`src/eswm_pkg.sv`:
```
// ---------------------------------------------------------------------------
// eswm_pkg: shared types and constants for the scaled world matrix block
// Holds the CORDIC arctangent table, the gain and the cell payload type.
// ---------------------------------------------------------------------------
package eswm_pkg;

   localparam int ANGLE_WIDTH     = 16;
   localparam int TRIG_ITERATIONS = 16;
   localparam int CORDIC_MAX      = 24;
   localparam int STEPS = (TRIG_ITERATIONS < CORDIC_MAX) ? TRIG_ITERATIONS : CORDIC_MAX;
   localparam int CW = 34;   // x, y in Q2.30 with growth headroom
   localparam int ZW = 33;   // reduced phase, signed
   localparam int TRIG_ROUND = 1 << 13;
   localparam logic signed [CW-1:0] CORDIC_GAIN = 34'sd652032874;

   localparam logic [31:0] ATAN_TURNS [CORDIC_MAX] = '{
      32'h20000000, 32'h12E4051E, 32'h09FB385B, 32'h051111D4,
      32'h028B0D43, 32'h0145D7E1, 32'h00A2F61E, 32'h00517C55,
      32'h0028BE53, 32'h00145F2F, 32'h000A2F98, 32'h000517CC,
      32'h00028BE6, 32'h000145F3, 32'h0000A2FA, 32'h0000517D,
      32'h000028BE, 32'h0000145F, 32'h00000A30, 32'h00000518,
      32'h0000028C, 32'h00000146, 32'h000000A3, 32'h00000051
   };

   typedef struct packed {
      logic signed [CW-1:0] x;
      logic signed [CW-1:0] y;
      logic signed [ZW-1:0] z;
   } rot_type;

   // One pitch/yaw/roll triple moving through a cell.
   typedef struct packed {
      rot_type [2:0] r;
      logic          flip_p;
      logic          flip_y;
      logic          flip_r;
   } trig_type;

   typedef struct packed {
      logic signed [15:0] scale_x;
      logic signed [15:0] scale_y;
      logic signed [15:0] scale_z;
      logic signed [31:0] pos_x;
      logic signed [31:0] pos_y;
      logic signed [31:0] pos_z;
   } side_type;

   typedef struct packed {
      logic signed [23:0] row1_col1;
      logic signed [23:0] row1_col2;
      logic signed [23:0] row1_col3;
      logic signed [23:0] row2_col1;
      logic signed [23:0] row2_col2;
      logic signed [23:0] row2_col3;
      logic signed [23:0] row3_col1;
      logic signed [23:0] row3_col2;
      logic signed [23:0] row3_col3;
      logic signed [31:0] trans_x;
      logic signed [31:0] trans_y;
      logic signed [31:0] trans_z;
   } rsp_type;

   typedef struct packed {
      logic [15:0]        pitch_angle;
      logic [15:0]        yaw_angle;
      logic [15:0]        roll_angle;
      logic signed [15:0] scale_x;
      logic signed [15:0] scale_y;
      logic signed [15:0] scale_z;
      logic signed [31:0] pos_x;
      logic signed [31:0] pos_y;
      logic signed [31:0] pos_z;
   } req_type;

   // Phase setup: quarter fold into [-1/4, 1/4) turn.
   function automatic rot_type fold_angle(input logic [15:0] angle, output logic flip);
      logic [31:0] phase;
      rot_type     r;
      phase = {angle[ANGLE_WIDTH-1:0], {(32-ANGLE_WIDTH){1'b0}}};
      flip  = phase[31] ^ phase[30];
      if (flip) begin
         phase = phase + 32'h80000000;
      end
      r.x = CORDIC_GAIN;
      r.y = '0;
      r.z = {phase[31], phase};
      return r;
   endfunction

   // Q1.16 rounding of a Q2.30 value, negated for folded angles.
   function automatic logic signed [17:0] round_trig(input logic signed [CW-1:0] v,
                                                     input logic flip);
      logic signed [CW-1:0] t;
      logic signed [CW-1:0] s;
      t = flip ? -v : v;
      s = (t + CW'(TRIG_ROUND)) >>> 14;
      return s[17:0];
   endfunction

endpackage

```
`src/eswm_cordic_cell.sv`:
```
// ---------------------------------------------------------------------------
// eswm_cordic_cell: one CORDIC micro-rotation for three angles
// Rotates the pitch, yaw and roll vectors by one table step and passes them on.
// ---------------------------------------------------------------------------
module eswm_cordic_cell (
   input  logic                clock,
   input  logic                enable,
   input  logic [4:0]          step,
   input  eswm_pkg::trig_type  trig_in,
   input  eswm_pkg::side_type  side_in,
   output eswm_pkg::trig_type  trig_out,
   output eswm_pkg::side_type  side_out
);
   import eswm_pkg::*;

   trig_type trig_ff, trig_in_next;
   side_type side_ff;
   logic signed [ZW-1:0] angle_step;

   assign angle_step = {1'b0, ATAN_TURNS[step]};

   always_comb begin
      trig_in_next = trig_in;
      for (int a = 0; a < 3; a++) begin
         if (!trig_in.r[a].z[ZW-1]) begin
            trig_in_next.r[a].x = trig_in.r[a].x - (trig_in.r[a].y >>> step);
            trig_in_next.r[a].y = trig_in.r[a].y + (trig_in.r[a].x >>> step);
            trig_in_next.r[a].z = trig_in.r[a].z - angle_step;
         end else begin
            trig_in_next.r[a].x = trig_in.r[a].x + (trig_in.r[a].y >>> step);
            trig_in_next.r[a].y = trig_in.r[a].y - (trig_in.r[a].x >>> step);
            trig_in_next.r[a].z = trig_in.r[a].z + angle_step;
         end
      end
   end

   always_ff @(posedge clock) begin
      if (enable) begin
         trig_ff <= trig_in_next;
         side_ff <= side_in;
      end
   end

   assign trig_out = trig_ff;
   assign side_out = side_ff;
endmodule

```
`config.mk`:
```
export PLATFORM = sky130hd
export DESIGN_NAME = eswm_cordic_cell
export DESIGN_NICKNAME = d
export VERILOG_FILES = /design/src/eswm_pkg.sv /design/src/eswm_cordic_cell.sv
export SDC_FILE = /design/constraint.sdc
export NUM_CORES = 2
export LEC_CHECK = 0
export ABC_AREA = 1
export BUFFER_PORTS_ARGS = -buffer_cell sky130_fd_sc_hd__buf_2
export CELL_PAD_IN_SITES_DETAIL_PLACEMENT = 1
export CELL_PAD_IN_SITES_GLOBAL_PLACEMENT = 1
export CORE_AREA = 2 2 354 356
export CTS_CLUSTER_DIAMETER = 50
export DETAILED_ROUTE_END_ITERATION = 8
export DIE_AREA = 0 0 356 358
export PLACE_DENSITY_LB_ADDON = 0.12
export SLEW_MARGIN = 10
export SYNTH_ARGS = -nofsm -noshare
export SYNTH_HDL_FRONTEND = slang
export SYNTH_SLANG_ARGS = --single-unit
```
`constraint.sdc`:
```
create_clock -name clock -period 12.35 [get_ports clock]
set_input_delay 0.6175 -clock clock [delete_from_list [all_inputs] [get_ports clock]]
set_output_delay 0.6175 -clock clock [all_outputs]
set_load 0.005 [all_outputs]
```
==> impl_metrics.tcl <==
set metrics [dict create \
    status "finished clean" \
    first_pass_iters 7 \
    total_power_mw 7.49 \
    fin_util_pct 45.4 \
    die_w_microns 356 \
    die_y_microns 358 \
    nNetsFinal 8758 \
    drt-vias-per-instance 5.56 \
    fmax_ghz 0.146 \
    grt_pass1_wl_microns 336000 \
    synth_largest_area_cell "edfxtp_1" \
    crit_arrival_ps 7290 \
    cp_slowest_stage_delay_ps 860 \
    ctsResizeCount 0 \
    cp_slowest_cell "a31oi_1" \
    p_per_area_mw_per_mm2 134 \
    postRouteWirelength_microns 227000 \
    numCtsBuffers 66 \
    htreeDepth 3 \
    ioPinCount 907 \
    synth.area.top_cells "edfxtp_1 (28%), nand2_1 (18%), nand3_1 (11%)" \
    ys_seq_area_share_pct 28.1 \
    ctsHoldBuffers 0 \
    cts-root-buf "clkbuf_16" \
    portBuffers 906 \
    vias 53900 \
    finalMaxSlewViolations 0 \
    avgSynthCellArea_sq_um 6.65 \
    startpoint "step[4]" \
    crit_type "in2reg" \
    ys_types 57 \
    grt-ovfl-total 0 \
    drtAntennaViolNets 0 \
    crit_required_ps 12810 \
    grt_pass1_vias 54000 \
    antenna_found_initial 30 \
    clockBufferDepth 3 \
    cts_setup_buffers 0 \
    cts.clk_slew.worst_paths_ps 60 \
    drive_above_1_share_pct 14.3 \
    tightest_slew_ps 1190 \
    startpoint_type "primary input" \
    crit_end "trig_out[26]$_DFFE_PP_" \
    gp_congestion 0.977 \
    hold_viol 0 \
    placed_area_sq_mm 0.0538 \
    fin_setup_tns_ps 0 \
    fin_crit_ps 6830 \
    start_util_pct 39.0 \
    drv_cap 0 \
    synthFlopType "edfxtp_1" \
    synth.net_count 8009 \
    ys_ff_latch 450 \
    drtIter0Drc 4584 \
    dp.cells 9553 \
    ir_drop_v 0.000109 \
    leakagePower_nw 27.7 \
    synth-edff-count 450 \
    pre_cts_slack_ps 4890 \
    critPathMaxFanout 56 \
    hold_path_class "in2reg" \
    area_growth_pct 16.4 \
    cts_tree "yes" \
    end_kind "register" \
    cp_cell_sequence "buf_4 > inv_4 > nand2_2 > clkinv_2 > nand3_1 > nand2_1 > a31oi_1 > inv_1 > ha_1 > nand2_1 > nor2_2 > xor2_1 > o21ai_0 > ha_1 > a21o_1 > a21oi_1 > o21ai_0 > a21boi_0 > inv_1 > nand2_1 > nand2_1 > a21boi_0 > o21ai_0 > xor2_1" \
    core-area_sq_mm 0.123 \
    report.final.setup_viol 0 \
    finalCritPeriodShare_pct 55.3 \
    finalWorstSetupSlack_ps 5520 \
    netlist_instances 7235 \
    yosys_warnings 0 \
    grt_max_degree 154 \
    grt_util_all_layers_pct 34.4 \
    dp_hpwl_microns 186000 \
    synthesis.area_sq_mm 0.0481 \
    path_common_cell "nand2_1" \
    grt_setup_unrepaired "no" \
    fillers 16500 \
    holdWs_ps 71.2 \
    row_count 129 \
    fin_cells 9693 \
    synth.top_cell.area_share_pct 28.1 \
    slew_headroom_pct 20.1 \
    clock_sinks 450 \
    routedWlPerCell_microns 23.4 \
    async_flop_share_pct 0 \
    drc_errors 0 \
    die_area_sq_mm 0.127 \
    design_area_sq_mm 0.0560 \
]
-- cells by family after synthesis --
kind of cell    count (synthesis)  share of synthesized area (%)
compound gates                984                           11.6
xor+xnor                      438                           7.97
fa+ha+maj                     317                           8.38
buf+inv                       954                           8.04
flops                         450                           28.1
simple gates                 4092                           36.0
-- area by class of cell --
type                            instances  area [sq um]  share of cell area [%]
Multi-Input combinational cell       5831         30800                    54.9
Timing Repair Buffer                  935          4810                    8.59
Clock inverter                         43           499                   0.891
Tap cell                             1637          2050                    3.66
Sequential cell                       450         13500                    24.1
Clock buffer                           77          1690                    3.02
Inverter                              700          2650                    4.73
Antenna cell                           20          50.0                  0.0893
-- synthesized netlist by cell type, types with 6 or more instances --
| cell type | instances |
|---|---|
| o21ai_1 | 19 |
| nand4_1 | 68 |
| buf_2 | 89 |
| xnor2_1 | 149 |
| nand3b_1 | 15 |
| o2111ai_1 | 14 |
| a31oi_1 | 79 |
| o31ai_1 | 11 |
| nand2_2 | 28 |
| nor2_2 | 21 |
| nor2_1 | 546 |
| o211ai_1 | 14 |
| a21oi_1 | 379 |
| o21a_1 | 47 |
| buf_6 | 9 |
| nand3_2 | 8 |
| o21ai_0 | 314 |
| clkbuf_1 | 70 |
| fa_1 | 9 |
| xor2_1 | 289 |
| buf_4 | 28 |
| or2_2 | 15 |
| ha_1 | 308 |
| inv_1 | 682 |
| a21oi_2 | 6 |
| a2111oi_0 | 12 |
| a21boi_0 | 29 |
| buf_1 | 58 |
| a211oi_1 | 13 |
| inv_2 | 14 |
| nor3_1 | 39 |
| edfxtp_1 | 450 |
| nand3_1 | 1079 |
| nand2_1 | 2248 |
| a21o_1 | 25 |
-- metal layers --
metal	vias to the layer above	global-route usage, %	wire, microns
met5	-	0	107
met4	16	11.7	7660
li1	25800	-	-
met2	1622	58.7	109000
met1	26100	44.4	96200
met3	328	4.78	13800
-- report_power, final --
group / internal (mW) / total, mW / switching [mW]
Clock: 1.06 / 1.89 / 0.827
Combinational: 1.13 / 3.36 / 2.23
Sequential: 2.13 / 2.24 / 0.105
Total: 4.33 / 7.49 / 3.16
-- placed cells by master, fill, tap and decap left out, types with 12 or more instances in the layout --
cell,instances
ha_1,308
o21a_1,47
a21boi_0,29
o21ai_0,314
buf_2,900
inv_1,681
nand4_1,68
or2_2,15
diode_2,20
nand3_1,1079
edfxtp_1,450
buf_4,29
nor2_1,546
nand2_2,28
a211oi_1,13
nand3b_1,15
xor2_1,289
nor3_1,39
o211ai_1,14
xnor2_1,149
a21o_1,25
clkbuf_16,66
a31oi_1,79
nand2_1,2248
a21oi_1,379
a2111oi_0,12
o21ai_1,19
o2111ai_1,14
nor2_2,18
-- state kept, by name (all words and copies together), names as in the netlist --
| register | cells |
|---|---|
| trig_out | 306 |
| side_out | 144 |
-- worst max-delay path, delay by kind of cell --
kind / cells / cell delay (ps)
AOI/OAI and AO/OA: 8 / 3110
and+or+nand+nor: 7 / 920
xor gates and xnor gates: 2 / 330
adders and majority gates: 2 / 620
buffers and inverters: 5 / 1640
-- worst min-delay path by stage --
stage                 startpoint                       to  slack [ps]  depth (start not counted)
finish               side_in[40]   side_out[40]$_DFFE_PP_          70                          1
global route        side_in[113]  side_out[113]$_DFFE_PP_          60                          1
CTS                  side_in[59]   side_out[59]$_DFFE_PP_          30                          1
detailed placement   side_in[59]   side_out[59]$_DFFE_PP_         800                          1
global placement     side_in[15]   side_out[15]$_DFFE_PP_         790                          1
floorplan             side_in[0]    side_out[0]$_DFFE_PP_         720                          0
Note: power is estimated with default switching activity, not from simulation.
